===== config.mk =====
export PLATFORM = sky130hd
export DESIGN_NAME = ecal_date
export DESIGN_NICKNAME = d
export VERILOG_FILES = /design/src/rtl/core/ecal_pkg.sv /design/src/rtl/core/ecal_date.sv
export SDC_FILE = /design/constraint.sdc
export NUM_CORES = 2
export LEC_CHECK = 0
export BUFFER_PORTS_ARGS = -buffer_cell sky130_fd_sc_hd__buf_2
export CORE_MARGIN = 5
export CORE_UTILIZATION = 24
export CTS_CLUSTER_SIZE = 16
export DETAILED_ROUTE_END_ITERATION = 8
export HOLD_SLACK_MARGIN = 0.12
export PLACE_DENSITY = 0.35
export SKIP_LAST_GASP = 1
export SYNTH_ARGS = -nofsm -noshare
export SYNTH_HDL_FRONTEND = slang
export SYNTH_SLANG_ARGS = --single-unit

===== constraint.sdc =====
create_clock -name clk -period 9 [get_ports clk]
set_input_delay 1.35 -clock clk [delete_from_list [all_inputs] [get_ports clk]]
set_output_delay 1.35 -clock clk [all_outputs]
set_load 0.02 [all_outputs]

===== src/rtl/core/ecal_pkg.sv =====
package ecal_pkg;

	localparam int MAX_YEAR_DEF = 9999;

	// register stages from accepted word to result
	localparam int NUM_STG = 15;

	// day count from 0000-01-01 and second of day, as handed to the back end
	localparam int DAYS_W = 22;
	localparam int SOD_W  = 17;

	typedef struct packed {
		logic [13:0] year;
		logic [3:0]  month;
		logic [4:0]  day_of_month;
		logic [2:0]  weekday;
		logic [8:0]  day_of_year;
	} date_t;

	typedef struct packed {
		logic [4:0] hour;
		logic [5:0] minute;
		logic [5:0] second;
	} tod_t;

endpackage


===== src/rtl/core/ecal_date.sv =====
module ecal_date import ecal_pkg::*; (
	input  logic              clk,
	input  logic              adv,
	input  logic [DAYS_W-1:0] days,
	output date_t             date
);

	// day count moved so that it starts one 400-year era before 0000-03-01
	localparam logic [21:0] ERA_SHIFT = 22'd146037;
	localparam logic [22:0] ERA_DAYS  = 23'd146097;
	// 0000-01-01 falls on a saturday
	localparam logic [22:0] WD_SHIFT  = 23'd6;
	localparam logic [3:0]  MP_JAN    = 4'd10;

	localparam logic [22:0] R_ERA    = 23'(((64'd1 << 40) + 64'd146096) / 64'd146097);
	localparam logic [23:0] R_7      = 24'(((64'd1 << 26) + 64'd6) / 64'd7);
	localparam logic [18:0] R_1460   = 19'(((64'd1 << 29) + 64'd1459) / 64'd1460);
	localparam logic [18:0] R_36524  = 19'(((64'd1 << 34) + 64'd36523) / 64'd36524);
	localparam logic [18:0] R_146096 = 19'(((64'd1 << 36) + 64'd146095) / 64'd146096);
	localparam logic [18:0] R_365    = 19'(((64'd1 << 27) + 64'd364) / 64'd365);
	localparam logic [9:0]  R_100    = 10'(((64'd1 << 16) + 64'd99) / 64'd100);
	localparam logic [12:0] R_153    = 13'(((64'd1 << 20) + 64'd152) / 64'd153);

	// first day of each march-based month within the march-based year
	function automatic logic [8:0] mstart(input logic [3:0] mp);
		logic [8:0] r;
		case (mp)
			4'd0:    r = 9'd0;
			4'd1:    r = 9'd31;
			4'd2:    r = 9'd61;
			4'd3:    r = 9'd92;
			4'd4:    r = 9'd122;
			4'd5:    r = 9'd153;
			4'd6:    r = 9'd184;
			4'd7:    r = 9'd214;
			4'd8:    r = 9'd245;
			4'd9:    r = 9'd275;
			4'd10:   r = 9'd306;
			4'd11:   r = 9'd337;
			default: r = 9'd0;
		endcase
		return r;
	endfunction

	logic [21:0] z_s4;
	logic [22:0] wx_s4;
	logic [44:0] pera_s5;
	logic [21:0] z_s5;
	logic [46:0] pwd_s5;
	logic [22:0] wx_s5;
	logic [4:0]  era_s6, era_s7, era_s8, era_s9, era_s10, era_s11, era_s12, era_s13, era_s14;
	logic [2:0]  wd_s6, wd_s7, wd_s8, wd_s9, wd_s10, wd_s11, wd_s12, wd_s13, wd_s14;
	logic [17:0] doe_s6, doe_s7, doe_s8, doe_s9, doe_s10, doe_s11;
	logic [36:0] p1460_s7, p36524_s7, p146096_s7;
	logic [17:0] t_s8;
	logic [36:0] p365_s9;
	logic [8:0]  yoe_s10, yoe_s11, yoe_s12, yoe_s13, yoe_s14;
	logic [18:0] p100_s11;
	logic [17:0] y365_s11;
	logic [8:0]  doy_s12, doy_s13, doy_s14;
	logic [24:0] pmp_s13;
	logic [3:0]  mp_s14;
	date_t       date_s15;

	logic [4:0]  era_n;
	logic [20:0] q7_n;
	logic        jf_n;
	logic        leap_n;

	always_comb begin
		era_n  = pera_s5[44:40];
		q7_n   = pwd_s5[46:26];
		jf_n   = (mp_s14 >= MP_JAN);
		// a year of the era is leap when a multiple of 4 but not a century, or the era start
		leap_n = (yoe_s14[1:0] == 2'd0) && (yoe_s14 != 9'd100) && (yoe_s14 != 9'd200)
			&& (yoe_s14 != 9'd300);
	end

	always_ff @(posedge clk) begin
		if (adv) begin
			z_s4  <= days + ERA_SHIFT;
			wx_s4 <= 23'(days) + WD_SHIFT;

			pera_s5 <= z_s4 * R_ERA;
			z_s5    <= z_s4;
			pwd_s5  <= wx_s4 * R_7;
			wx_s5   <= wx_s4;

			era_s6 <= era_n;
			doe_s6 <= 18'({1'b0, z_s5} - 23'(era_n) * ERA_DAYS);
			wd_s6  <= 3'(wx_s5 - 23'(q7_n) * 23'd7);

			p1460_s7   <= doe_s6 * R_1460;
			p36524_s7  <= doe_s6 * R_36524;
			p146096_s7 <= doe_s6 * R_146096;
			doe_s7     <= doe_s6;
			era_s7     <= era_s6;
			wd_s7      <= wd_s6;

			// take out the leap days so that every year counts 365
			t_s8   <= doe_s7 - 18'(p1460_s7[36:29]) + 18'(p36524_s7[36:34])
				- 18'(p146096_s7[36]);
			doe_s8 <= doe_s7;
			era_s8 <= era_s7;
			wd_s8  <= wd_s7;

			p365_s9 <= t_s8 * R_365;
			doe_s9  <= doe_s8;
			era_s9  <= era_s8;
			wd_s9   <= wd_s8;

			yoe_s10 <= p365_s9[35:27];
			doe_s10 <= doe_s9;
			era_s10 <= era_s9;
			wd_s10  <= wd_s9;

			p100_s11 <= yoe_s10 * R_100;
			y365_s11 <= 18'(yoe_s10) * 18'd365 + 18'(yoe_s10[8:2]);
			yoe_s11  <= yoe_s10;
			doe_s11  <= doe_s10;
			era_s11  <= era_s10;
			wd_s11   <= wd_s10;

			doy_s12 <= 9'(doe_s11 - y365_s11 + 18'(p100_s11[18:16]));
			yoe_s12 <= yoe_s11;
			era_s12 <= era_s11;
			wd_s12  <= wd_s11;

			pmp_s13 <= (12'(doy_s12) * 12'd5 + 12'd2) * R_153;
			doy_s13 <= doy_s12;
			yoe_s13 <= yoe_s12;
			era_s13 <= era_s12;
			wd_s13  <= wd_s12;

			mp_s14  <= pmp_s13[23:20];
			doy_s14 <= doy_s13;
			yoe_s14 <= yoe_s13;
			era_s14 <= era_s13;
			wd_s14  <= wd_s13;

			// january and february close the march-based year and belong to the next one
			date_s15.year         <= 14'(15'(era_s14) * 15'd400 + 15'(yoe_s14) + 15'(jf_n)
				- 15'd400);
			date_s15.month        <= jf_n ? (mp_s14 - MP_JAN) : (mp_s14 + 4'd2);
			date_s15.day_of_month <= 5'(doy_s14 - mstart(mp_s14) + 9'd1);
			date_s15.weekday      <= wd_s14;
			date_s15.day_of_year  <= jf_n ? (doy_s14 - 9'd306)
				: (doy_s14 + 9'd59 + 9'(leap_n));
		end
	end

	assign date = date_s15;

endmodule


==> flow_summary.ini <==
[setup_path]
cp_top_family = adder cells
r2r_slack_ns = 1.88
critPathBufInv = 2
crit_top_cell = ha_1
timing_worst_setup_path_type = reg2reg
cp-start-kind = flip-flop
cp.arrival_ns = 7.49
cpPeakStageDelay_ns = 0.53
path_depth = 24
ff2ff_path_depth = 24
path_cells = ha_1, ha_1, o211a_1, o21a_1, o21a_1, o21a_1, o21ai_0, a21boi_0, o21a_1, nor2_1, ha_1, fa_1, inv_1, fa_1, inv_1, fa_1, ha_1, ha_1, or4_1, a221oi_1, o31ai_1, a211o_1, a21oi_1, xnor2_1
critPathRequiredTime_ns = 9.38
slowest_stage = fa_1
path_max_fanout = 7
end_kind = flip-flop

[final_layout]
fillerInstances = 20800
final_cell_count_no_fill = 6849
area_growth_pct = 11.5
regArea_um2 = 11600
drive_gt1_share_pct = 4.02
final_nets = 5893
multi_input_area_um2 = 31800

[timing]
clock.fmax_mhz = 141
finalSetupViolCount = 0
fin_crit_ns = 7.12
hold_viol = 0
relSlewSlack_pct = 39.9
tightestPinTransition_ns = 0.902
setup_tns_ns = 0
grt_setup_unrepaired = no
maxSlewViolCount = 0
skew_ns = 0.0431
final.period_utilization_pct = 79.1

[min_path]
whs_path_depth = 0
hp-class = reg2reg

[placed_design]
io_buffers = 58
place.detailed.hpwl_um = 94100
gp_congestion = 0.775
dp_cells = 6755

[floorplan]
die_y_um = 455
die_w_um = 455
initial_core_util_pct = 24.1
die-area_um2 = 207000
rows = 163
coreArea_um2 = 197000
num_io_pins = 59

[synth]
syn_nets = 5770
synthAdderAreaFrac_pct = 55.4
yosys_register_bits = 388
netlist_area_um2 = 47600
syn_inst = 4044
synth_area_leader_cell = fa_1
synthMuxAreaShare_pct = 0.132
synth_ff_type = edfxtp_1
synth_compound_area_share_pct = 4.76
synth_xor_area_share_pct = 3.55
async_reset_ff_share_pct = 0
synth_top_family_by_area = adder cells
synth_area_per_cell_um2 = 11.8
yosys_warnings = 0
synth_edf_count = 383
synth_simple_gate_area_share_pct = 3.02
yosysTopAreaCellShare_pct = 28.4
synth_area_leaders = fa_1 (28%), ha_1 (27%), edfxtp_1 (24%)
synth.distinct_cells = 64
synth_seq_area_share_pct = 24.4

[job]
drv_cap = 0

[grt]
overflow = 0
grt_usage_pct = 11.1
grt_pass1_wl_um = 178000
antenna_found_initial = 9
grt_pass1_vias = 30200
grt_max_degree = 126

[clocking]
post_cts_buffers = 0
post_cts_resize_count = 0
clk_latency_ns = 0.65
cts_root_buffer = clkbuf_16
cts-buffers-inserted = 50
cts_tree = built
cts_hold_buf = 0
clk_pin_slew_worst_paths_ns = 0.06
ctsLongestPathBuffers = 3
htree_levels = 2
cts_sinks = 388

[drt]
drtIter0Drc = 836
drc = 0
num_vias = 26900
vias_per_cell = 3.92
post_drt_wl_per_cell_um = 16.1
wirelength_um = 110000
dr.pass1.iters = 4
antenna_left = 0

[outcome]
status = completed
[sequential cells by signal, indices dropped and copies added (netlist names), 8 cells and up, named ones only]
name      cells
date         35
wx_s4        23
z_s4         22
doe_s6       18
doe_s7       18
t_s8         18
z_s5         18
doe_s10       9
doe_s11       9
doe_s8        9
doe_s9        9
doy_s12       9
doy_s13       9
doy_s14       9
p365_s9       9
y365_s11      9
yoe_s10       9
yoe_s11       9
yoe_s12       9
yoe_s13       9
yoe_s14       9
p1460_s7      8
[synthesized netlist by cell type, drive strengths merged, types with 15 or more instances]
library cell,count
inv,1091
ha,1028
fa,674
edfxtp,383
xnor2,151
a21oi,110
nor2,86
o21ai,72
nand2,68
a21o,54
xor2,42
nand3,28
nand4,23
nor3,20
a211oi,19
and3,18
o21bai,16
nand2b,15
o21a,15
[cell type report]
cell class	count	area share (%)
antenna	2	0.00944
clock buffer	65	2.47
clock inverter	27	0.722
inverter	1092	7.73
multi-input combinational	2552	60.0
sequential	388	21.9
tap	2640	6.23
timing repair buffer	83	0.944
[metal layers]
layer | up-vias | global-route usage [%] | part of all wire [%]
met5 | - | 0 | 0.031
met2 | 188 | 19.2 | 49
met4 | 4 | 2.23 | 2.0
met3 | 108 | 1.28 | 2.4
li1 | 13300 | - | -
met1 | 13200 | 15.1 | 47
[worst register-to-register path, cell delays in order (launching register included)]
cell and delay [ns]:
edfxtp_1 0.51, ha_1 0.35, ha_1 0.34, o211a_1 0.16, o21a_1 0.20, o21a_1 0.20, o21a_1 0.19, o21ai_0 0.21
a21boi_0 0.18, o21a_1 0.22, nor2_1 0.34, ha_1 0.32, fa_1 0.49, inv_1 0.06, fa_1 0.53, inv_1 0.06
fa_1 0.47, ha_1 0.30, ha_1 0.21, or4_1 0.51, a221oi_1 0.28, o31ai_1 0.17, a211o_1 0.31, a21oi_1 0.19
xnor2_1 0.08
[cells in the final DEF (no fill, tap or decap), types with 4 or more instances in the layout]
cell type / count
a211o_1: 4
a211oi_1: 19
a21boi_0: 5
a21o_1: 54
a21oi_1: 109
a221oi_1: 4
a31oi_1: 10
a41o_1: 4
and2_1: 5
and3_1: 18
buf_2: 57
buf_4: 24
bufinv_16: 6
clkbuf_1: 15
clkbuf_16: 50
clkinv_1: 6
clkinv_2: 4
clkinvlp_4: 4
dfxtp_1: 5
edfxtp_1: 383
fa_1: 674
ha_1: 1028
inv_1: 1091
mux2i_1: 4
nand2_1: 68
nand2b_1: 15
nand3_1: 28
nand4_1: 23
nor2_1: 85
nor2b_1: 11
nor3_1: 20
o211ai_1: 8
o21a_1: 15
o21ai_0: 69
o21bai_1: 16
o31ai_1: 5
or2_2: 4
or3_1: 7
xnor2_1: 151
xor2_1: 42
[metrics by stage]
| stage | instance area, um^2 | hold WS (ns) | utilization [%] | setup WS (ns) |
|---|---|---|---|---|
| final | 53000 | 0.408 | 26.9 | 1.88 |
| after floorplan | 47600 | 0.400 | - | 2.50 |
| after CTS | 53000 | 0.409 | 26.9 | 1.81 |
| after global placement | 51300 | 0.401 | 26.0 | 1.91 |
| after detailed placement | 51300 | 0.405 | 26.0 | 1.82 |
| after global routing | 53000 | 0.417 | 26.9 | 1.35 |
[final timing paths]
kind	startpoint	to
setup / recovery	doy_s12[1]$_DFFE_PP_	pmp_s13[23]$_DFFE_PP_
hold / removal	era_s9[3]$_DFFE_PP_	era_s10[3]$_DFFE_PP_
setup reg to reg	doy_s12[1]$_DFFE_PP_	pmp_s13[23]$_DFFE_PP_
hold reg to reg	era_s9[3]$_DFFE_PP_	era_s10[3]$_DFFE_PP_
[cells by family after synthesis]
logic type                 after synthesis
buffers and inverters                 1104
muxes                                    6
adders and majority gates             1702
AOI/OAI and AO/OA                      354
and+or+nand+nor                        297
DFF                                    388
xor gates and xnor gates               193
Power is not shown: default switching activity piles up to over one toggle a cycle in this logic, so the estimate is an artifact.
