===== config.mk =====
export PLATFORM = sky130hd
export DESIGN_NAME = ecal_tod
export DESIGN_NICKNAME = d
export VERILOG_FILES = /design/src/rtl/core/ecal_pkg.sv /design/src/rtl/core/ecal_tod.sv
export SDC_FILE = /design/constraint.sdc
export NUM_CORES = 1
export LEC_CHECK = 0
export BUFFER_PORTS_ARGS = -buffer_cell sky130_fd_sc_hd__buf_2
export CAP_MARGIN = 0
export CORE_MARGIN = 2
export CORE_UTILIZATION = 67
export CTS_CLUSTER_DIAMETER = 100
export DETAILED_ROUTE_END_ITERATION = 16
export PLACE_DENSITY = 0.87
export SYNTH_ARGS = -nofsm -noshare
export SYNTH_HDL_FRONTEND = slang
export SYNTH_SLANG_ARGS = --single-unit

===== constraint.sdc =====
create_clock -name clk -period 9.7 [get_ports clk]
set_clock_uncertainty 0.1 [all_clocks]
set_input_delay 1.455 -clock clk [delete_from_list [all_inputs] [get_ports clk]]
set_output_delay 1.455 -clock clk [all_outputs]
set_load 0.01 [all_outputs]

===== src/rtl/core/ecal_pkg.sv =====
package ecal_pkg;

	localparam int MAX_YEAR_DEF = 9999;

	// register stages from accepted word to result
	localparam int NUM_STG = 15;

	// day count from 0000-01-01 and second of day, as handed to the back end
	localparam int DAYS_W = 22;
	localparam int SOD_W  = 17;

	typedef struct packed {
		logic [13:0] year;
		logic [3:0]  month;
		logic [4:0]  day_of_month;
		logic [2:0]  weekday;
		logic [8:0]  day_of_year;
	} date_t;

	typedef struct packed {
		logic [4:0] hour;
		logic [5:0] minute;
		logic [5:0] second;
	} tod_t;

endpackage


===== src/rtl/core/ecal_tod.sv =====
module ecal_tod import ecal_pkg::*; (
	input  logic             clk,
	input  logic             adv,
	input  logic [SOD_W-1:0] sod,
	output tod_t             tod
);

	localparam int TOD_DONE = 7;

	// reciprocals rounded up, exact for every value of the operand width
	localparam logic [17:0] R_SOD60 = 18'(((64'd1 << 23) + 64'd59) / 64'd60);
	localparam logic [11:0] R_MIN60 = 12'(((64'd1 << 17) + 64'd59) / 64'd60);

	logic [34:0]      p60_s4;
	logic [SOD_W-1:0] sod_s4;
	logic [10:0]      mt_s5;
	logic [5:0]       sec_s5;
	logic [22:0]      ph_s6;
	logic [10:0]      mt_s6;
	logic [5:0]       sec_s6;
	tod_t             tod_s [TOD_DONE:NUM_STG];

	always_ff @(posedge clk) begin
		if (adv) begin
			p60_s4 <= sod * R_SOD60;
			sod_s4 <= sod;

			// minutes of day, then seconds left over
			mt_s5  <= p60_s4[33:23];
			sec_s5 <= 6'(sod_s4 - 17'(p60_s4[33:23]) * 17'd60);

			ph_s6  <= mt_s5 * R_MIN60;
			mt_s6  <= mt_s5;
			sec_s6 <= sec_s5;

			tod_s[TOD_DONE].hour   <= ph_s6[21:17];
			tod_s[TOD_DONE].minute <= 6'(mt_s6 - 11'(ph_s6[21:17]) * 11'd60);
			tod_s[TOD_DONE].second <= sec_s6;
		end
	end

	// time of day is ready early, hold it in step with the date
	for (genvar i = TOD_DONE + 1; i <= NUM_STG; i++) begin : g_dly
		always_ff @(posedge clk) begin
			if (adv) begin
				tod_s[i] <= tod_s[i-1];
			end
		end
	end

	assign tod = tod_s[NUM_STG];

endmodule


==> results of run 1 <==
state kept, by name, indices dropped and copies added (netlist names):
register,flops
sec_s6,6
mt_s5,11
p60_s4,12
sod_s4,5
tod_s,153
ph_s6,8
mt_s6,3
sec_s5,6
synthesized netlist by cell type, drive strengths merged, types with 3 or more instances:
library cell    n  share of area [%]
a21o            8               0.56
a21oi          17               0.83
a31oi           4               0.29
and3            3               0.18
buf            17                1.2
edfxtp        204                 57
fa             47                8.8
ha            169                 20
inv           124                4.3
nand2           9               0.32
nand2b          5               0.29
nand3           3               0.14
nand4           3               0.18
nor2            5               0.18
nor2b           5               0.29
o21ai           8               0.37
o221ai          3               0.25
xnor2          18                1.5
xor2           11               0.90
layer usage:
| metal | vias up | global-route usage, % | routed length (um) |
|---|---|---|---|
| met5 | - | 0 | 0 |
| met2 | 131 | 38.7 | 8940 |
| met1 | 2588 | 25.1 | 7000 |
| met3 | 36 | 2.08 | 490 |
| li1 | 2524 | - | - |
| met4 | 0 | 8.76 | 511 |
final timing paths:
path	start	endpoint	slack, ns	cells after the start
hold / removal	tod_s[2][21]	tod_s[2][38]	0.31	0
hold reg to reg	tod_s[2][21]	tod_s[2][38]	0.31	0
setup reg to reg	mt_s5[7]	ph_s6[21]	5.54	15
setup / recovery	sod[15]	p60_s4[33]	3.39	20
cell type report:
cell class / count / share of cell area (%)
well taps: 216 / 2.31
clock inverters: 12 / 0.879
inverters: 124 / 3.99
repair buffers: 36 / 1.64
flip-flops and latches: 204 / 52.5
clock buffers: 23 / 4.57
multi-input cells: 348 / 34.1
power by group:
part	internal, mW	leakage, nW	switching [mW]
registers	1.16	2.00	0.0600
logic	0.468	2.86	0.596
clock network	0.445	0.314	0.304
kinds of logic (layout without fill, tap and decap cells):
kind of cell | after synthesis | in the layout
adders and majority gates | 216 | 216
buffers and inverters | 141 | 195
and+or+nand+nor | 43 | 43
xor gates and xnor gates | 29 | 29
AOI/OAI and AO/OA | 60 | 60
DFF | 204 | 204
critical path, cell delays in order:
cell,delay (ns)
buf_2,0.14
inv_1,0.05
ha_1,0.19
ha_1,0.17
or2_2,0.28
fa_1,0.49
inv_1,0.06
fa_1,0.50
fa_1,0.56
inv_1,0.06
fa_1,0.47
ha_1,0.35
and4_1,0.22
o2bb2ai_1,0.16
a22oi_1,0.28
a41oi_2,0.23
a21oi_2,0.28
o21bai_4,0.11
a31oi_2,0.22
o221ai_1,0.14
==> impl_results.md, run 1 <==
- Ports: 36
- Tmin final: 6.31 ns
- Total grt overflow: 0
- RSZ-0062 raised after global routing: false
- EDFF count, synth: roughly 200
- Final period utilization: roughly 65%
- DR DRC count: 0
- Synthesized area: roughly 11000 um^2
- Setup TNS Final: 0 ns
- Area of the die: 17000 um^2
- Register area: 6130 um^2
- Critical path endpoint category: flip-flop
- Netlist cell types: 44
- Crit path DAT: 6.43 ns
- Final instance area: 11700 um^2
- Total CTS buffers: 20
- Ys async rst share: 0%
- Clock Sinks: 204
- Layout Cells excl Fill: ~960
- Sequential element share of the synthesized area: 57.2%
- Layout cells sized above 1: just under 10%
- Placed Cells: approximately 930
- Post-Synthesis Net Count: ~930
- Power Dens Cells: 260 nW/um^2
- Status: complete, no violations
- DP Wirelength: 11.6 mm
- Die Y: 130 um
- Post-Synth XOR/XNOR Area: 2.37%
- Post-CTS Resized: 0
- Max frequency: 0.158 GHz
- Number of global-route vias before repair: 5620
- Syn Inst Count: 693
- Area of the multi-input gates: 3990 um^2
- # hold bufs at CTS: 0
- Max-slew violations: 0
- Skew-Pair Late Insertion Delay: between 0.4 and 0.5 ns
- H-tree Lvls: 1
- WP data required: ~9.8 ns
- DP Area: 11000 um^2
- Routed wire per std cell: 17.6 um
- CP Class: in -> reg
- Area Growth Syn to Fin: 9.06%
- Critical path peak fanout: 6
- Largest family of logic cells by synthesized area: adder cells
- Yosys warning total: 0
- Gpl congestion: 0.931
- Most frequent cells in the layout: edfxtp_1 (204), ha_1 (169), inv_1 (124)
- Filler Cell Count: between 900 and 1000
- Clock tree buffer depth: 3
- DRT antenna net count: 0
- Slew margin rel.: 36.4%
- Largest net degree at the start of global routing: 130
- Rows: 46
- Pre-CTS WS: roughly 2.9 ns
- Commonest non-fill, non-tap cell in the layout: edfxtp_1
- Leak: 5.17 nW
- Diodes inserted: 0
- Synth Area in Adders: 28.5%
- Vias post-DR: 5279
- Reg clk slew, reported paths: approximately 0.06 ns
- Setup repair bufs after CTS: 0
- Die width: 130 um
- Ys flop type: edfxtp_1
- #FFs+latches synth: 204
- Initial Utilization: 67.9%
- Syn Area/Cell: between 15 and 20 um^2
- PnR worst setup slack: 3.39 ns
- Setup violators final: 0
- Worst-Margin Slew: 0.955 ns
- Hold violation count in the final report: 0
- Total Power: 3.03 mW
- Synth Area in Simple Gates: 2.22%
- MaxCap Viol Count: 0
- Complex-gate fraction of the synthesized area: 4.10%
- CTS tree: yes
- Core Footprint: 15800 um^2
- Initial antenna violation count: 0
- Root Driver: clkbuf_16
- Total GRT Usage: about a fifth
- Max VDD drop: 0.122 mV
- Final core occ: 74.0%
- Nets: 969
- Total wire length: 16.9 mm
- First-pass GRT wire length: roughly 27 mm
- DR iter-0 viols: 423
- DRT Pass-1 Iters: 5
- Min Hold Slack: 0.314 ns
- Vias/cell: 5.48
- Mux contribution to synthesized area: 0%
- Port bufs: 35
- Crit start category: primary input
- Tightest Hold Check Type: reg -> reg
(Power assumes the default switching activity.)
==> run 2, diff against run 1 <==
--- a/config.mk
+++ b/config.mk
@@ -5,13 +5,14 @@
 export SDC_FILE = /design/constraint.sdc
 export NUM_CORES = 1
 export LEC_CHECK = 0
+export ABC_AREA = 1
 export BUFFER_PORTS_ARGS = -buffer_cell sky130_fd_sc_hd__buf_2
 export CAP_MARGIN = 0
 export CORE_MARGIN = 2
-export CORE_UTILIZATION = 67
+export CORE_UTILIZATION = 63
 export CTS_CLUSTER_DIAMETER = 100
 export DETAILED_ROUTE_END_ITERATION = 16
-export PLACE_DENSITY = 0.87
+export PLACE_DENSITY = 0.83
 export SYNTH_ARGS = -nofsm -noshare
 export SYNTH_HDL_FRONTEND = slang
 export SYNTH_SLANG_ARGS = --single-unit
==> constraint.sdc (replaced) <==
create_clock -name clk -period 6.6 [get_ports clk]
set_clock_uncertainty 0.1 [all_clocks]
set_input_delay 0.99 -clock clk [delete_from_list [all_inputs] [get_ports clk]]
set_output_delay 0.99 -clock clk [all_outputs]
set_load 0.01 [all_outputs]
==> run 2 against run 1 <==
Setup slack worse by 1.7 ns. Clock power up 48%. Register-to-register slack worse by 2.3 ns. Cell count up 34%. Cell area up 9.3%. Total power up 63%. First-iteration DRC count down 13%. Highest routed layer unchanged. Worst hold slack better by 0.00060 ns. Synthesized cell count up 45%. Sequential power up 46%. Routed wire length up 20%.
==> impl_results.md, run 2 <==
- Clock Sinks: 204 (unchanged)
- Gpl congestion: 0.945 (+1.5%)
- Routed wire per std cell: 15.7 um (-11%)
- Total GRT Usage: 22.1% (+1.2 points)
- Critical path endpoint category: flip-flop
- Rows: 49 (+6.5%)
- Commonest non-fill, non-tap cell in the layout: edfxtp_1
- Total grt overflow: 0 (unchanged)
- Skew-Pair Late Insertion Delay: 0.49 ns (about the same)
- Total CTS buffers: 21 (+5.0%)
- Max frequency: 0.202 GHz
- Final period utilization: 74.9%
- Root Driver: clkbuf_16
- Switch share: 37.2% (+5.5 points)
- Crit-path slowest cell: fa_1
- CTS tree: yes
- Crit path capture: p60_s4[32]
- Vias/cell: 5.25 (-4.2%)
- Post-Synthesis Net Count: 1241 (+34%)
- Total wire length: 20.3 mm (+20%)
- Hold path depth: 0 (unchanged)
- Comb power frac: 41.6% (+6.5 points)
- Reg-to-Reg End: ph_s6[17]
- Die Y: 141 um (+7.8%)
- Biggest register: tod_s
- Largest cells by area after synthesis: edfxtp_1 (52%), ha_1 (18%), fa_1 (8.0%)
- Ys async rst share: 0% (unchanged)
- Initial Utilization: 64.7% (-3.1 points)
- Yosys warning total: 0 (unchanged)
- Die width: 141 um (+7.8%)
- RSZ-0062 raised after global routing: false
- Vias post-DR: 6787 (+29%)
- DR DRC count: 0 (unchanged)
- Number of global-route vias before repair: 7147 (+27%)
- First-pass GRT wire length: 34.3 mm (+27%)
- Top-count cell post-synth: edfxtp_1
- # hold bufs at CTS: 0 (unchanged)
- Power Dens Cells: 389 nW/um^2 (+50%)
- Filler Cell Count: 1272 (+31%)
- WP data required: 6.74 ns (-3.08 ns)
- Layout cells sized above 1: 7.90% (-1.7 points)
- Slew margin rel.: 32.2% (-4.1 points)
- Hold violation count in the final report: 0 (unchanged)
- Setup violators final: 0 (unchanged)
- Sw Pwr: 1.84 mW (+92%)
- Tightest Hold Check Type: reg -> reg
- Core Footprint: 18100 um^2 (+15%)
- Most frequent cells in the layout: edfxtp_1 (204), inv_1 (196), nand2_1 (196)
- Synthesized area: 11800 um^2 (+9.8%)
- Critical path peak fanout: 5 (-1)
- Nets: 1284 (+33%)
- Sequential element share of the synthesized area: 52.1% (-5.1 points)
- Crit path DAT: 5.09 ns (-1.34 ns)
- Biggest regs: tod_s x153, p60_s4 x12, mt_s5 x11
- DR iter-0 viols: 369 (-13%)
- Crit start category: primary input
- Max incr delay on CP: 0.54 ns (-0.02 ns)
- Yosys top cell area share: 52.1% (-5.1 points)
- Clock share of power: 22.4% (-2.3 points)
- Status: complete, no violations
- H-tree Lvls: 1 (unchanged)
- Diodes inserted: 0 (unchanged)
- Max VDD drop: 0.190 mV (+55%)
- Int Power: 3.11 mW (+50%)
- Final core occ: 70.3% (-3.7 points)
- #FFs+latches synth: 204 (unchanged)
- Tmin final: 4.94 ns
- EDFF count, synth: 204 (unchanged)
- Setup TNS Final: 0 ns (unchanged)
- DRT Pass-1 Iters: 4 (-1)
- Seq pwr share: 36.0% (-4.2 points)
- Syn Inst Count: 1006 (+45%)
- Leak: 6.03 nW (+17%)
- Max-slew violations: 0 (unchanged)
- Reg2reg setup slack: 3.28 ns (-2.26 ns)
- DRT antenna net count: 0 (unchanged)
- MaxCap Viol Count: 0 (unchanged)
- Reg2Reg Depth: 15 (unchanged)
- Critical Path, Cell by Cell: buf_2, inv_1, ha_1, ha_1, or2_2, fa_1, inv_1, fa_1, fa_1, inv_1, fa_1, ha_1, nand2_1, inv_1, nand2_1, nand2_1, nand2_1, nand2_1, inv_1, nor2_1, nor2_1, nand2_1, nand2_1, nand2_1
- Top cell by count, worst path: nand2_1
- Ys flop type: edfxtp_1
- Largest register FFs: 153 (unchanged)
- CP Class: in -> reg
- Area Growth Syn to Fin: 8.56%
- Area of the die: 19800 um^2 (+16%)
- Commonest cells in the netlist: edfxtp_1 (204), inv_1 (196), nand2_1 (196), ha_1 (169), nor2_1 (54)
- Post-CTS Resized: 0 (unchanged)
- Ports: 36 (unchanged)
- Reg clk slew, reported paths: 0.06 ns (about the same)
- R2R Path Start: mt_s5[7]
- Netlist cell types: 27 (-39%)
- Setup crit start: sod[15]
- Largest net degree at the start of global routing: 90 (-31%)
- Largest area contributor in the netlist: edfxtp_1
- Port bufs: 35 (unchanged)
- DP Wirelength: 15.1 mm (+30%)
- Clock tree buffer depth: 3 (unchanged)
- Worst-Margin Slew: 1.02 ns (+0.0617 ns)
- Syn Area/Cell: 11.7 um^2 (-24%)
- Setup repair bufs after CTS: 0 (unchanged)
- Initial antenna violation count: 0 (unchanged)
-- run 2: changes by cell type after synthesis, sizes merged, moves of 10 or more --
cell,previous run,this run
nor2,5,60
inv,124,196
xnor2,18,8
a21oi,17,28
nand2,9,200
nand3,3,26
-- run 2: kinds of logic after synthesis --
family	count (synthesis)	share of synthesized area (%)
DFF	204	52.1
xor gates and xnor gates	17	1.27
adders and majority gates	216	26.0
AOI/OAI and AO/OA	48	2.30
buffers and inverters	213	7.35
and+or+nand+nor	308	10.9
-- run 2: worst max-delay path, delay by kind of cell --
| kind | cells | cell delay (ns) |
|---|---|---|
| buffers and inverters | 6 | 0.42 |
| AND/OR/NAND/NOR | 11 | 1.00 |
| adder cells (fa/ha/maj) | 7 | 2.68 |
-- run 2: power groups by stage --
stage,Combinational [mW],Clock [mW],Sequential [mW]
after floorplan,1.54,0,1.77
after global placement,1.92,0,1.79
after detailed placement,2.01,0,1.81
after CTS,2.07,1.13,1.79
after global routing,2.39,1.17,1.80
final,2.06,1.11,1.78
-- run 2: stage by stage --
| step | worst slack (ns) | cell area (um^2) | instances | power, mW | hold WS (ns) |
|---|---|---|---|---|---|
| floorplan | 1.53 | 11800 | 1006 | 3.30 | 0.300 |
| global placement | 1.19 | 12100 | 1255 | 3.72 | 0.301 |
| detailed placement | 1.16 | 12100 | 1255 | 3.82 | 0.305 |
| CTS | 1.67 | 12800 | 1292 | 4.98 | 0.316 |
| global route | 1.43 | 12800 | 1292 | 5.37 | 0.321 |
| finish | 1.66 | 12800 | 1292 | 4.96 | 0.315 |
-- run 2: area by class of cell --
class                   instances  area (um^2)  share of cell area [%]
repair buffers                 37          199                    1.56
clock inverters                12          108                   0.844
clock buffers                  25          541                    4.24
well taps                     229          287                    2.25
multi-input cells             589         4760                    37.3
flip-flops and latches        204         6130                    48.0
inverters                     196          736                    5.77
-- run 2: how the worst min path moves through the flow --
stage | endpoint | start | slack (ns)
3_3_place_gp | sec_s5[0] | p60_s4[0] | 0.30
6_report | tod_s[2][13] | tod_s[1][64] | 0.31
2_1_floorplan | mt_s5[10] | p60_s4[33] | 0.30
3_5_place_dp | tod_s[2][16] | tod_s[1][67] | 0.30
5_1_grt | tod_s[2][7] | tod_s[1][58] | 0.32
4_1_cts | tod_s[2][50] | tod_s[2][33] | 0.32
-- run 2: metal layers --
layer,up-vias,GRT usage [%],wire length (um)
li1,3388,-,-
met1,3231,30.2,9440
met2,133,37.7,9740
met3,35,2.79,708
met4,0,6.16,446
met5,-,0,0
